$ cat src/rtl/core/fpp_pkg.sv
// Shared types and constants for the FEN position parser.
`timescale 1ns / 1ps

package fpp_pkg;

  // Character codes the parser looks for
  localparam logic [7:0] CH_NUL   = 8'h00;
  localparam logic [7:0] CH_TAB   = 8'h09;
  localparam logic [7:0] CH_CR    = 8'h0D;
  localparam logic [7:0] CH_SPACE = 8'h20;
  localparam logic [7:0] CH_DASH  = 8'h2D;
  localparam logic [7:0] CH_SLASH = 8'h2F;
  localparam logic [7:0] CH_ZERO  = 8'h30;
  localparam logic [7:0] CH_ONE   = 8'h31;
  localparam logic [7:0] CH_EIGHT = 8'h38;
  localparam logic [7:0] CH_NINE  = 8'h39;
  localparam logic [7:0] CH_UP_A  = 8'h41;
  localparam logic [7:0] CH_UP_Z  = 8'h5A;
  localparam logic [7:0] CH_LO_A  = 8'h61;
  localparam logic [7:0] CH_LO_B  = 8'h62;
  localparam logic [7:0] CH_LO_H  = 8'h68;
  localparam logic [7:0] CH_LO_K  = 8'h6B;
  localparam logic [7:0] CH_LO_N  = 8'h6E;
  localparam logic [7:0] CH_LO_P  = 8'h70;
  localparam logic [7:0] CH_LO_Q  = 8'h71;
  localparam logic [7:0] CH_LO_R  = 8'h72;
  localparam logic [7:0] CH_LO_W  = 8'h77;
  localparam logic [7:0] CH_LO_Z  = 8'h7A;
  localparam logic [7:0] CASE_BIT = 8'h20;

  // Board geometry
  localparam logic [3:0] FILES_PER_RANK = 4'd8;
  localparam logic [2:0] TOP_RANK       = 3'd7;
  localparam logic [2:0] FILE_A         = 3'd0;
  localparam logic [2:0] FILE_H         = 3'd7;

  // Piece kinds
  localparam logic [2:0] PK_PAWN   = 3'd0;
  localparam logic [2:0] PK_KNIGHT = 3'd1;
  localparam logic [2:0] PK_BISHOP = 3'd2;
  localparam logic [2:0] PK_ROOK   = 3'd3;
  localparam logic [2:0] PK_QUEEN  = 3'd4;
  localparam logic [2:0] PK_KING   = 3'd5;

  // Outcome status codes
  localparam logic [2:0] ST_OK     = 3'd0;
  localparam logic [2:0] ST_EOF    = 3'd1;
  localparam logic [2:0] ST_CASTLE = 3'd2;
  localparam logic [2:0] ST_FILES  = 3'd3;
  localparam logic [2:0] ST_EP     = 3'd4;
  localparam logic [2:0] ST_PIECE  = 3'd5;
  localparam logic [2:0] ST_SIDE   = 3'd6;

  // Result kinds
  localparam logic KIND_PLACE   = 1'b0;
  localparam logic KIND_OUTCOME = 1'b1;

  // One input byte
  typedef struct packed {
    logic [7:0] ch;
    logic       first;
  } byte_item_t;

  // One result
  typedef struct packed {
    logic       kind;
    logic [5:0] square;
    logic       piece_black;
    logic [2:0] piece_type;
    logic [2:0] status;
    logic       black_to_move;
    logic [3:0] castle_bits;
    logic [2:0] rook_file_a;
    logic [2:0] rook_file_h;
    logic       ep_valid;
    logic [2:0] ep_file;
  } result_item_t;

  // Classified byte passed from the front to the back
  typedef struct packed {
    logic       first;
    logic       nul;
    logic       space;
    logic       digit;
    logic [3:0] digit_val;
    logic       letter;
    logic       piece_ok;
    logic [2:0] piece_type;
    logic       black;
    logic       slash;
    logic       dash;
    logic       lc_w;
    logic       lc_b;
    logic       lc_k;
    logic       lc_q;
    logic       cfile_ok;
    logic       epfile_ok;
    logic [2:0] file;
    logic       rank_ok;
  } token_t;

endpackage

$ cat src/rtl/core/fpp_front.sv
// Front end: accepts bytes and classifies each into a token.
`timescale 1ns / 1ps

module fpp_front (
  input  logic                byte_valid,
  output logic                byte_stall,
  input  fpp_pkg::byte_item_t byte_item,
  output logic                push,
  output fpp_pkg::token_t     token,
  input  logic                full
);

  logic [7:0] c;
  logic [7:0] lc;
  logic [7:0] lc_off;
  logic       upper;
  logic       lower;

  assign c      = byte_item.ch;
  assign upper  = (c >= fpp_pkg::CH_UP_A) && (c <= fpp_pkg::CH_UP_Z);
  assign lower  = (c >= fpp_pkg::CH_LO_A) && (c <= fpp_pkg::CH_LO_Z);
  assign lc     = upper ? (c | fpp_pkg::CASE_BIT) : c;
  assign lc_off = lc - fpp_pkg::CH_LO_A;

  // Hold the byte while the queue is full
  assign byte_stall = full;
  assign push       = byte_valid && !full;

  // Classify the byte
  always_comb begin
    token            = '0;
    token.first      = byte_item.first;
    token.nul        = (c == fpp_pkg::CH_NUL);
    token.space      = (c == fpp_pkg::CH_SPACE) ||
                       ((c >= fpp_pkg::CH_TAB) && (c <= fpp_pkg::CH_CR));
    token.digit      = (c >= fpp_pkg::CH_ZERO) && (c <= fpp_pkg::CH_NINE);
    token.digit_val  = c[3:0];
    token.letter     = upper || lower;
    token.black      = lower;
    token.slash      = (c == fpp_pkg::CH_SLASH);
    token.dash       = (c == fpp_pkg::CH_DASH);
    token.lc_w       = (lc == fpp_pkg::CH_LO_W);
    token.lc_b       = (lc == fpp_pkg::CH_LO_B);
    token.lc_k       = (lc == fpp_pkg::CH_LO_K);
    token.lc_q       = (lc == fpp_pkg::CH_LO_Q);
    token.cfile_ok   = (lc >= fpp_pkg::CH_LO_A) && (lc <= fpp_pkg::CH_LO_H);
    token.epfile_ok  = (c >= fpp_pkg::CH_LO_A) && (c <= fpp_pkg::CH_LO_H);
    token.file       = lc_off[2:0];
    token.rank_ok    = (c >= fpp_pkg::CH_ONE) && (c <= fpp_pkg::CH_EIGHT);
    token.piece_ok   = 1'b1;
    unique case (lc)
      fpp_pkg::CH_LO_P: token.piece_type = fpp_pkg::PK_PAWN;
      fpp_pkg::CH_LO_N: token.piece_type = fpp_pkg::PK_KNIGHT;
      fpp_pkg::CH_LO_B: token.piece_type = fpp_pkg::PK_BISHOP;
      fpp_pkg::CH_LO_R: token.piece_type = fpp_pkg::PK_ROOK;
      fpp_pkg::CH_LO_Q: token.piece_type = fpp_pkg::PK_QUEEN;
      fpp_pkg::CH_LO_K: token.piece_type = fpp_pkg::PK_KING;
      default: begin
        token.piece_type = fpp_pkg::PK_PAWN;
        token.piece_ok   = 1'b0;
      end
    endcase
  end

endmodule

$ cat src/rtl/core/fpp_queue.sv
// Two-entry token queue between the front and the back.
`timescale 1ns / 1ps

module fpp_queue (
  input  logic            clk,
  input  logic            rst,
  input  logic            push,
  input  fpp_pkg::token_t push_token,
  output logic            full,
  input  logic            pop,
  output logic            head_valid,
  output fpp_pkg::token_t head
);

  fpp_pkg::token_t slots [2];
  logic            wr_ptr;
  logic            rd_ptr;
  logic [1:0]      count;

  assign full       = (count == 2'd2);
  assign head_valid = (count != 2'd0);
  assign head       = slots[rd_ptr];

  // Store the pushed token
  always_ff @(posedge clk) begin
    if (push) begin
      slots[wr_ptr] <= push_token;
    end
  end

  // Advance pointers and occupancy
  always_ff @(posedge clk) begin
    if (rst) begin
      wr_ptr <= 1'b0;
      rd_ptr <= 1'b0;
      count  <= 2'd0;
    end else begin
      if (push) begin
        wr_ptr <= ~wr_ptr;
      end
      if (pop) begin
        rd_ptr <= ~rd_ptr;
      end
      case ({push, pop})
        2'b10:   count <= count + 2'd1;
        2'b01:   count <= count - 2'd1;
        default: count <= count;
      endcase
    end
  end

endmodule

$ cat src/rtl/core/fpp_back.sv
// Back end: parse state machine and result register.
`timescale 1ns / 1ps

module fpp_back (
  input  logic                  clk,
  input  logic                  rst,
  input  logic                  head_valid,
  input  fpp_pkg::token_t       head,
  output logic                  pop,
  output logic                  result_valid,
  input  logic                  result_stall,
  output fpp_pkg::result_item_t result_item
);

  localparam logic [3:0] PH_IDLE          = 4'd0;
  localparam logic [3:0] PH_RANKS         = 4'd1;
  localparam logic [3:0] PH_SIDE          = 4'd2;
  localparam logic [3:0] PH_CASTLE_START  = 4'd3;
  localparam logic [3:0] PH_CASTLE_FIRST  = 4'd4;
  localparam logic [3:0] PH_CASTLE_SECOND = 4'd5;
  localparam logic [3:0] PH_EP_START      = 4'd6;
  localparam logic [3:0] PH_EP_RANK       = 4'd7;
  localparam logic [3:0] PH_DONE          = 4'd8;

  // Parse state
  logic [3:0] phase;
  logic [2:0] rank_index;
  logic [3:0] file_count;
  logic       side_reg;
  logic [3:0] castle_reg;
  logic       black_half;
  logic       wide_style;
  logic [2:0] hfile;
  logic [2:0] rook_a;
  logic [2:0] rook_h;
  logic [2:0] ep_file_reg;

  // State after a restart, if any
  logic [3:0] ph_e;
  logic [2:0] rank_e;
  logic [3:0] fc_e;
  logic       side_e;
  logic [3:0] castle_e;
  logic       bh_e;
  logic       wide_e;
  logic [2:0] hfile_e;
  logic [2:0] rook_a_e;
  logic [2:0] rook_h_e;
  logic [2:0] ep_e;

  logic [3:0] phase_next;
  logic [2:0] rank_next;
  logic [3:0] fc_next;
  logic       side_next;
  logic [3:0] castle_next;
  logic       bh_next;
  logic       wide_next;
  logic [2:0] hfile_next;
  logic [2:0] rook_a_next;
  logic [2:0] rook_h_next;
  logic [2:0] ep_next;

  logic                  emit;
  fpp_pkg::result_item_t res;
  logic                  fin;
  logic [2:0]            fin_status;
  logic                  fin_ep;
  logic                  run_side;
  logic                  run_cfirst;
  logic                  bh_cur;
  logic [3:0]            hbit;
  logic [3:0]            abit;
  logic [4:0]            fsum;
  logic                  afile_given;

  assign pop = head_valid && (!result_valid || !result_stall);

  // Apply a restart before the byte is parsed
  always_comb begin
    if (head.first) begin
      ph_e     = PH_RANKS;
      rank_e   = fpp_pkg::TOP_RANK;
      fc_e     = 4'd0;
      side_e   = 1'b0;
      castle_e = 4'd0;
      bh_e     = 1'b0;
      wide_e   = 1'b0;
      hfile_e  = fpp_pkg::FILE_A;
      rook_a_e = fpp_pkg::FILE_A;
      rook_h_e = fpp_pkg::FILE_H;
      ep_e     = fpp_pkg::FILE_A;
    end else begin
      ph_e     = phase;
      rank_e   = rank_index;
      fc_e     = file_count;
      side_e   = side_reg;
      castle_e = castle_reg;
      bh_e     = black_half;
      wide_e   = wide_style;
      hfile_e  = hfile;
      rook_a_e = rook_a;
      rook_h_e = rook_h;
      ep_e     = ep_file_reg;
    end
  end

  assign fsum = {1'b0, fc_e} + {1'b0, head.digit_val};

  // Parse one token
  always_comb begin
    phase_next  = ph_e;
    rank_next   = rank_e;
    fc_next     = fc_e;
    side_next   = side_e;
    castle_next = castle_e;
    bh_next     = bh_e;
    wide_next   = wide_e;
    hfile_next  = hfile_e;
    rook_a_next = rook_a_e;
    rook_h_next = rook_h_e;
    ep_next     = ep_e;
    emit        = 1'b0;
    res         = '0;
    fin         = 1'b0;
    fin_status  = fpp_pkg::ST_OK;
    fin_ep      = 1'b0;
    run_side    = 1'b0;
    run_cfirst  = 1'b0;
    afile_given = 1'b0;
    bh_cur      = (ph_e == PH_CASTLE_START) ? 1'b0 : bh_e;
    hbit        = bh_cur ? 4'b0100 : 4'b0001;
    abit        = bh_cur ? 4'b1000 : 4'b0010;

    unique case (ph_e)
      PH_RANKS: begin
        if (head.digit) begin
          if (fsum > {1'b0, fpp_pkg::FILES_PER_RANK}) begin
            fin        = 1'b1;
            fin_status = fpp_pkg::ST_FILES;
          end else begin
            fc_next = fsum[3:0];
          end
        end else if (head.letter) begin
          if (!head.piece_ok) begin
            fin        = 1'b1;
            fin_status = fpp_pkg::ST_PIECE;
          end else if (fc_e >= fpp_pkg::FILES_PER_RANK) begin
            fin        = 1'b1;
            fin_status = fpp_pkg::ST_FILES;
          end else begin
            emit            = 1'b1;
            res.kind        = fpp_pkg::KIND_PLACE;
            res.square      = {rank_e, fc_e[2:0]};
            res.piece_black = head.black;
            res.piece_type  = head.piece_type;
            fc_next         = fc_e + 4'd1;
          end
        end else if (head.slash) begin
          if (fc_e != fpp_pkg::FILES_PER_RANK) begin
            fin        = 1'b1;
            fin_status = fpp_pkg::ST_FILES;
          end else begin
            fc_next = 4'd0;
            if (rank_e == 3'd0) begin
              phase_next = PH_SIDE;
            end else begin
              rank_next = rank_e - 3'd1;
            end
          end
        end else if ((fc_e == fpp_pkg::FILES_PER_RANK) && (rank_e == 3'd0)) begin
          phase_next = PH_SIDE;
          run_side   = 1'b1;
        end else begin
          fin        = 1'b1;
          fin_status = head.nul ? fpp_pkg::ST_EOF : fpp_pkg::ST_PIECE;
        end
      end
      PH_SIDE: begin
        run_side = 1'b1;
      end
      PH_CASTLE_START: begin
        if (head.space) begin
          phase_next = ph_e;
        end else if (head.dash) begin
          castle_next = 4'd0;
          phase_next  = PH_EP_START;
        end else begin
          bh_next    = 1'b0;
          run_cfirst = 1'b1;
        end
      end
      PH_CASTLE_FIRST: begin
        run_cfirst = 1'b1;
      end
      PH_CASTLE_SECOND: begin
        if (head.lc_q) begin
          if (wide_e) begin
            fin        = 1'b1;
            fin_status = fpp_pkg::ST_CASTLE;
          end else begin
            castle_next = castle_e | abit;
          end
        end else if (head.dash) begin
          castle_next = castle_e & ~abit;
        end else if (!head.cfile_ok) begin
          fin        = 1'b1;
          fin_status = fpp_pkg::ST_CASTLE;
        end else begin
          afile_given = 1'b1;
          castle_next = castle_e | abit;
        end
        if (!fin) begin
          // Load rook files from this half
          if (wide_e && afile_given) begin
            rook_h_next = hfile_e;
            rook_a_next = head.file;
          end else begin
            rook_h_next = fpp_pkg::FILE_H;
            rook_a_next = fpp_pkg::FILE_A;
          end
          if (bh_e) begin
            phase_next = PH_EP_START;
          end else begin
            bh_next    = 1'b1;
            phase_next = PH_CASTLE_FIRST;
          end
        end
      end
      PH_EP_START: begin
        if (head.space) begin
          phase_next = ph_e;
        end else if (head.dash || head.nul) begin
          fin = 1'b1;
        end else if (!head.epfile_ok) begin
          fin        = 1'b1;
          fin_status = fpp_pkg::ST_EP;
        end else begin
          ep_next    = head.file;
          phase_next = PH_EP_RANK;
        end
      end
      PH_EP_RANK: begin
        fin = 1'b1;
        if (head.rank_ok) begin
          fin_ep = 1'b1;
        end else begin
          fin_status = fpp_pkg::ST_EP;
        end
      end
      default: begin
        phase_next = ph_e;
      end
    endcase

    // Side to move
    if (run_side) begin
      if (head.space) begin
        phase_next = PH_SIDE;
      end else if (head.lc_w || head.lc_b) begin
        side_next  = head.lc_b;
        phase_next = PH_CASTLE_START;
      end else begin
        fin        = 1'b1;
        fin_status = head.nul ? fpp_pkg::ST_EOF : fpp_pkg::ST_SIDE;
      end
    end

    // First character of a castling half
    if (run_cfirst) begin
      if (head.lc_k) begin
        wide_next   = 1'b0;
        castle_next = castle_e | hbit;
        phase_next  = PH_CASTLE_SECOND;
      end else if (head.dash) begin
        wide_next   = 1'b0;
        castle_next = castle_e & ~hbit;
        phase_next  = PH_CASTLE_SECOND;
      end else if (head.nul) begin
        fin        = 1'b1;
        fin_status = fpp_pkg::ST_EOF;
      end else if (!head.cfile_ok) begin
        fin        = 1'b1;
        fin_status = fpp_pkg::ST_CASTLE;
      end else begin
        wide_next   = 1'b1;
        hfile_next  = head.file;
        castle_next = castle_e | hbit;
        phase_next  = PH_CASTLE_SECOND;
      end
    end

    // Build the outcome and stop parsing
    if (fin) begin
      emit              = 1'b1;
      res               = '0;
      res.kind          = fpp_pkg::KIND_OUTCOME;
      res.status        = fin_status;
      res.black_to_move = side_e;
      res.castle_bits   = castle_e;
      res.rook_file_a   = rook_a_e;
      res.rook_file_h   = rook_h_e;
      res.ep_valid      = fin_ep;
      res.ep_file       = fin_ep ? ep_e : fpp_pkg::FILE_A;
      phase_next        = PH_DONE;
    end
  end

  // Update state when a token is taken
  always_ff @(posedge clk) begin
    if (rst) begin
      phase       <= PH_IDLE;
      rank_index  <= fpp_pkg::TOP_RANK;
      file_count  <= 4'd0;
      side_reg    <= 1'b0;
      castle_reg  <= 4'd0;
      black_half  <= 1'b0;
      wide_style  <= 1'b0;
      hfile       <= fpp_pkg::FILE_A;
      rook_a      <= fpp_pkg::FILE_A;
      rook_h      <= fpp_pkg::FILE_H;
      ep_file_reg <= fpp_pkg::FILE_A;
    end else if (pop) begin
      phase       <= phase_next;
      rank_index  <= rank_next;
      file_count  <= fc_next;
      side_reg    <= side_next;
      castle_reg  <= castle_next;
      black_half  <= bh_next;
      wide_style  <= wide_next;
      hfile       <= hfile_next;
      rook_a      <= rook_a_next;
      rook_h      <= rook_h_next;
      ep_file_reg <= ep_next;
    end
  end

  // Result register
  always_ff @(posedge clk) begin
    if (rst) begin
      result_valid <= 1'b0;
    end else if (pop) begin
      result_valid <= emit;
    end else if (!result_stall) begin
      result_valid <= 1'b0;
    end
  end

  always_ff @(posedge clk) begin
    if (pop && emit) begin
      result_item <= res;
    end
  end

endmodule

$ cat src/rtl/core/fen_position_parser_core.sv
// Top level of the FEN position parser: front, queue and back.
//
//   channel  | handshake                  | payload
//   ---------+----------------------------+--------------------------------
//   bytes    | byte_valid / byte_stall    | byte_item   (ch, first)
//   results  | result_valid / result_stall| result_item (placement or outcome)
//
// One byte is taken per cycle while the queue has room; its result, if any,
// appears in the cycle after the back end takes it from the two-entry queue.
// The combinational parse step sets the rate: one byte per cycle unless stalled.
// Reset (rst, synchronous) empties the queue and result register and leaves
// the parser idle until a byte marked first arrives.
// A stalled result holds the back end; bytes keep entering until the queue fills.
`timescale 1ns / 1ps

module fen_position_parser_core (
  input  logic                  clk,
  input  logic                  rst,
  input  logic                  byte_valid,
  output logic                  byte_stall,
  input  fpp_pkg::byte_item_t   byte_item,
  output logic                  result_valid,
  input  logic                  result_stall,
  output fpp_pkg::result_item_t result_item
);

  logic            push;
  logic            full;
  logic            pop;
  logic            head_valid;
  fpp_pkg::token_t push_token;
  fpp_pkg::token_t head;

  fpp_front u_front (
    .byte_valid (byte_valid),
    .byte_stall (byte_stall),
    .byte_item  (byte_item),
    .push       (push),
    .token      (push_token),
    .full       (full)
  );

  fpp_queue u_queue (
    .clk        (clk),
    .rst        (rst),
    .push       (push),
    .push_token (push_token),
    .full       (full),
    .pop        (pop),
    .head_valid (head_valid),
    .head       (head)
  );

  fpp_back u_back (
    .clk          (clk),
    .rst          (rst),
    .head_valid   (head_valid),
    .head         (head),
    .pop          (pop),
    .result_valid (result_valid),
    .result_stall (result_stall),
    .result_item  (result_item)
  );

endmodule

$ cat config.mk
export PLATFORM = sky130hd
export DESIGN_NAME = fen_position_parser_core
export DESIGN_NICKNAME = d
export VERILOG_FILES = /design/src/rtl/core/fpp_pkg.sv /design/src/rtl/core/fpp_front.sv /design/src/rtl/core/fpp_queue.sv /design/src/rtl/core/fpp_back.sv /design/src/rtl/core/fen_position_parser_core.sv
export SDC_FILE = /design/constraint.sdc
export NUM_CORES = 1
export LEC_CHECK = 0
export BUFFER_PORTS_ARGS = -buffer_cell sky130_fd_sc_hd__buf_2
export CAP_MARGIN = 10
export CORE_ASPECT_RATIO = 0.6
export CORE_MARGIN = 1.5
export CORE_UTILIZATION = 25
export DETAILED_ROUTE_END_ITERATION = 16
export GPL_ROUTABILITY_DRIVEN = 0
export SYNTH_ARGS = -nofsm -noshare
export SYNTH_HDL_FRONTEND = slang
export SYNTH_SLANG_ARGS = --single-unit
$ cat constraint.sdc
create_clock -name clk -period 8.4 [get_ports clk]
set_input_delay 0.84 -clock clk [delete_from_list [all_inputs] [get_ports clk]]
set_output_delay 0.84 -clock clk [all_outputs]
set_load 0.005 [all_outputs]
==> metrics.md <==
| Metric | Value |
|---|---|
| Worst min-delay path category | flip-flop to flip-flop |
| WL final | 15.8 mm |
| Status | finished, final reports clean |
| RSZ-0062 raised after global routing | false |
| TritonCTS Buffers | 17 |
| Synthesis Warnings | 0 |
| Vias in the first global route | 4289 |
| Top-area cell type share of the netlist area | 41.0% |
| Startpoint types | flip-flop |
| Most common cell in the synthesized netlist | edfxtp_1 |
| Post-synth cell types | 79 |
| Vias | 4692 |
| Reg2reg end | u_back.result_item[1] |
| Met3 wire len | 1.66 mm |
| Average routed wire per standard cell | 17.0 um |
| Worst hold start | u_back.castle_reg[3] |
| Largest register FFs | 52 |
| Flop2flop setup slack | 3.99 ns |
| Relative slew slack | 24.7% |
| DRT iter0 DRCs | 576 |
| Async S/R FF share, synth | 0% |
| Die height | 122 um |
| Fraction of layout instances using a drive strength above 1 | 18.0% |
| Maximum number of pins on one net before global-route repair | 48 |
| Main area contributors after synthesis | edfxtp_1 41%, dfxtp_1 12%, nor2_1 4.8% |
| Longest Clk Path Bufs | 2 |
| Final setup violation count | 0 |
| Synth cell count leaders | 81 x edfxtp_1, 75 x nor2_1, 43 x nand2_1 |
| Final critical-path required period | 4.41 ns |
| First-pass GRT wire length | 25.2 mm |
| Post-DP HPWL | 11.3 mm |
| Total power | 2.19 mW |
| Register area | 0.00315 mm^2 |
| Largest Register | u_queue.slots |
| Regs by FF count | u_queue.slots x52, u_back.result_item x29 |
| Number of remaining DRC errors | 0 |
| Total GRT Usage | 13.5% |
| Synth Net Count | 592 |
| CTS resizes | 0 |
| Synth Register Bits | 117 |
| Period utilisation layout | 52.5% |
| R2R depth | 11 |
| Clock Pin Slew Worst Setup and Hold Paths | 0.06 ns |
| TNS Setup | 0 ns |
| Mean area per synthesized cell | 10.4 um^2 |
| H-Tree Depth | 4 |
| Worst-Skew Late Latency | 0.42 ns |
| Maximum vdd drop | 0.000147 V |
| Final Hold Violating Endpoints | 0 |
| GRT overflow | 0 |
| Hold-critical path depth | 2 |
| Core box area | 0.0232 mm^2 |
| DR top layer | met4 |
| # IOs | 44 |
| Area of the multi-input gates | 0.00260 mm^2 |
| Crit path DAT | 4.44 ns |
| Cell Area, Placed | 0.00645 mm^2 |
| Drt pass-1 iters | 5 |
| Fillers | 2390 |
| Layout Skew | 0.0122 ns |
| Final Net Count | 629 |
| Sink Count | 117 |
| Clk root buf | clkbuf_16 |
| WHS Endpoint | u_back.castle_reg[3] |
| Port buffer count | 43 |
| CP Max Fanout | 47 |
| Post-CTS Hold Fix Bufs | 0 |
| WL met1 | 8.46 mm |
| Power density cells | 312 mW/mm^2 |
| Post-CTS setup buffers | 0 |
| Worst EP required | 8.43 ns |
| Max-slew violations | 0 |
| Initial antenna violation count | 0 |
| Actual slew at the worst max-slew pin | 1.13 ns |
| Area leader, netlist | edfxtp_1 |
| MaxCap Viol Count | 0 |
| Met2 WL | 5.63 mm |
| ANT nets after route | 0 |
| # diodes | 0 |
| Finished Cell Area | 0.00702 mm^2 |
| Initial Utilization | 25.6% |
| Ys flop type | edfxtp_1 |
| Syn Inst Count | 568 |
| Die ar. | 0.0247 mm^2 |
| Worst setup EP type | flip-flop |
| F_max | 0.227 GHz |
| Mapped cell area | 0.00593 mm^2 |
| CTS tree | done |
| Number of flops mapped to enable cells by yosys | 81 |
| Critical path class | flip-flop to flip-flop |
| Via/cell ratio | 5.03 |
| Area Overhead vs Synth | 18.4% |
| LEAKAGE | 2.46 nW |
| Die width | 202 um |
| Seq/Total Area, Yosys | 53.2% |
| Cell row count | 43 |
## area by class of cell
type | instances | area share [%]
Sequential cell | 117 | 45.0
Multi-Input combinational cell | 408 | 37.0
Inverter | 13 | 0.731
Clock inverter | 13 | 1.91
Timing Repair Buffer | 48 | 3.60
Tap cell | 315 | 5.62
Clock buffer | 19 | 6.17
## worst max-delay path by stage
stage	startpoint	end	slack [ns]	cells after the start
4_1_cts	flip-flop	u_back.result_item[1]	3.96	11
6_report	flip-flop	u_back.result_item[1]	3.99	11
3_5_place_dp	flip-flop	u_back.result_item[19]	4.01	11
5_1_grt	flip-flop	u_back.result_item[1]	3.53	11
3_3_place_gp	flip-flop	u_back.result_item[19]	4.12	11
2_1_floorplan	flip-flop	u_back.result_item[0]	3.59	14
## stage by stage
| step | instances | hold slack (ns) | util [%] | setup slack, ns |
|---|---|---|---|---|
| 3_5_place_dp | 901 | 0.467 | 27.8 | 4.01 |
| 4_1_cts | 933 | 0.475 | 30.3 | 3.96 |
| 2_1_floorplan | 568 | 0.445 | - | 3.59 |
| 6_report | 933 | 0.468 | 30.3 | 3.99 |
| 5_1_grt | 933 | 0.513 | 30.3 | 3.53 |
| 3_3_place_gp | 901 | 0.458 | 27.8 | 4.12 |
## kinds of logic after synthesis
logic type                 synth area share (%)
muxes                                      4.92
DFF                                        53.2
adders and majority gates                  2.32
AOI/OAI and AO/OA                          16.0
xor gates and xnor gates                   1.01
and+or+nand+nor                            19.2
buffers and inverters                      3.27
## routing by layer
metal  GRT usage [%]  up-vias
met3            4.99       10
met5               0        -
met2            16.4      224
met4            2.57        0
met1            21.7     2248
li1                -     2210
## cell usage in the layout, fill, tap and decap left out, types with 11 or more instances in the layout
| master | instances |
|---|---|
| edfxtp_1 | 81 |
| nor2_1 | 74 |
| nand2_1 | 43 |
| buf_2 | 43 |
| dfxtp_1 | 35 |
| a21oi_1 | 33 |
| o21ai_0 | 25 |
| nor3_1 | 20 |
| clkbuf_16 | 17 |
| nand3_1 | 13 |
| mux2_2 | 13 |
| and3_1 | 13 |
| mux2i_1 | 12 |
| inv_1 | 12 |
| a22oi_1 | 11 |
| ha_1 | 11 |
## power breakdown
part | internal (mW) | switching [mW]
clock | 0.434 | 0.270
sequential | 0.750 | 0.0582
combinational | 0.223 | 0.449
## critical path, stage by stage, from the launching register on
cell and delay (ns):
dfxtp_2 0.31, buf_4 0.47, mux2_2 0.61, nor2_1 0.29, ha_1 0.22, ha_1 0.20
nand3_1 0.18, o31a_1 0.33, o211ai_1 0.22, a21o_2 0.19, a21oi_4 0.07, a21oi_4 0.89
(Power assumes the default switching activity.)
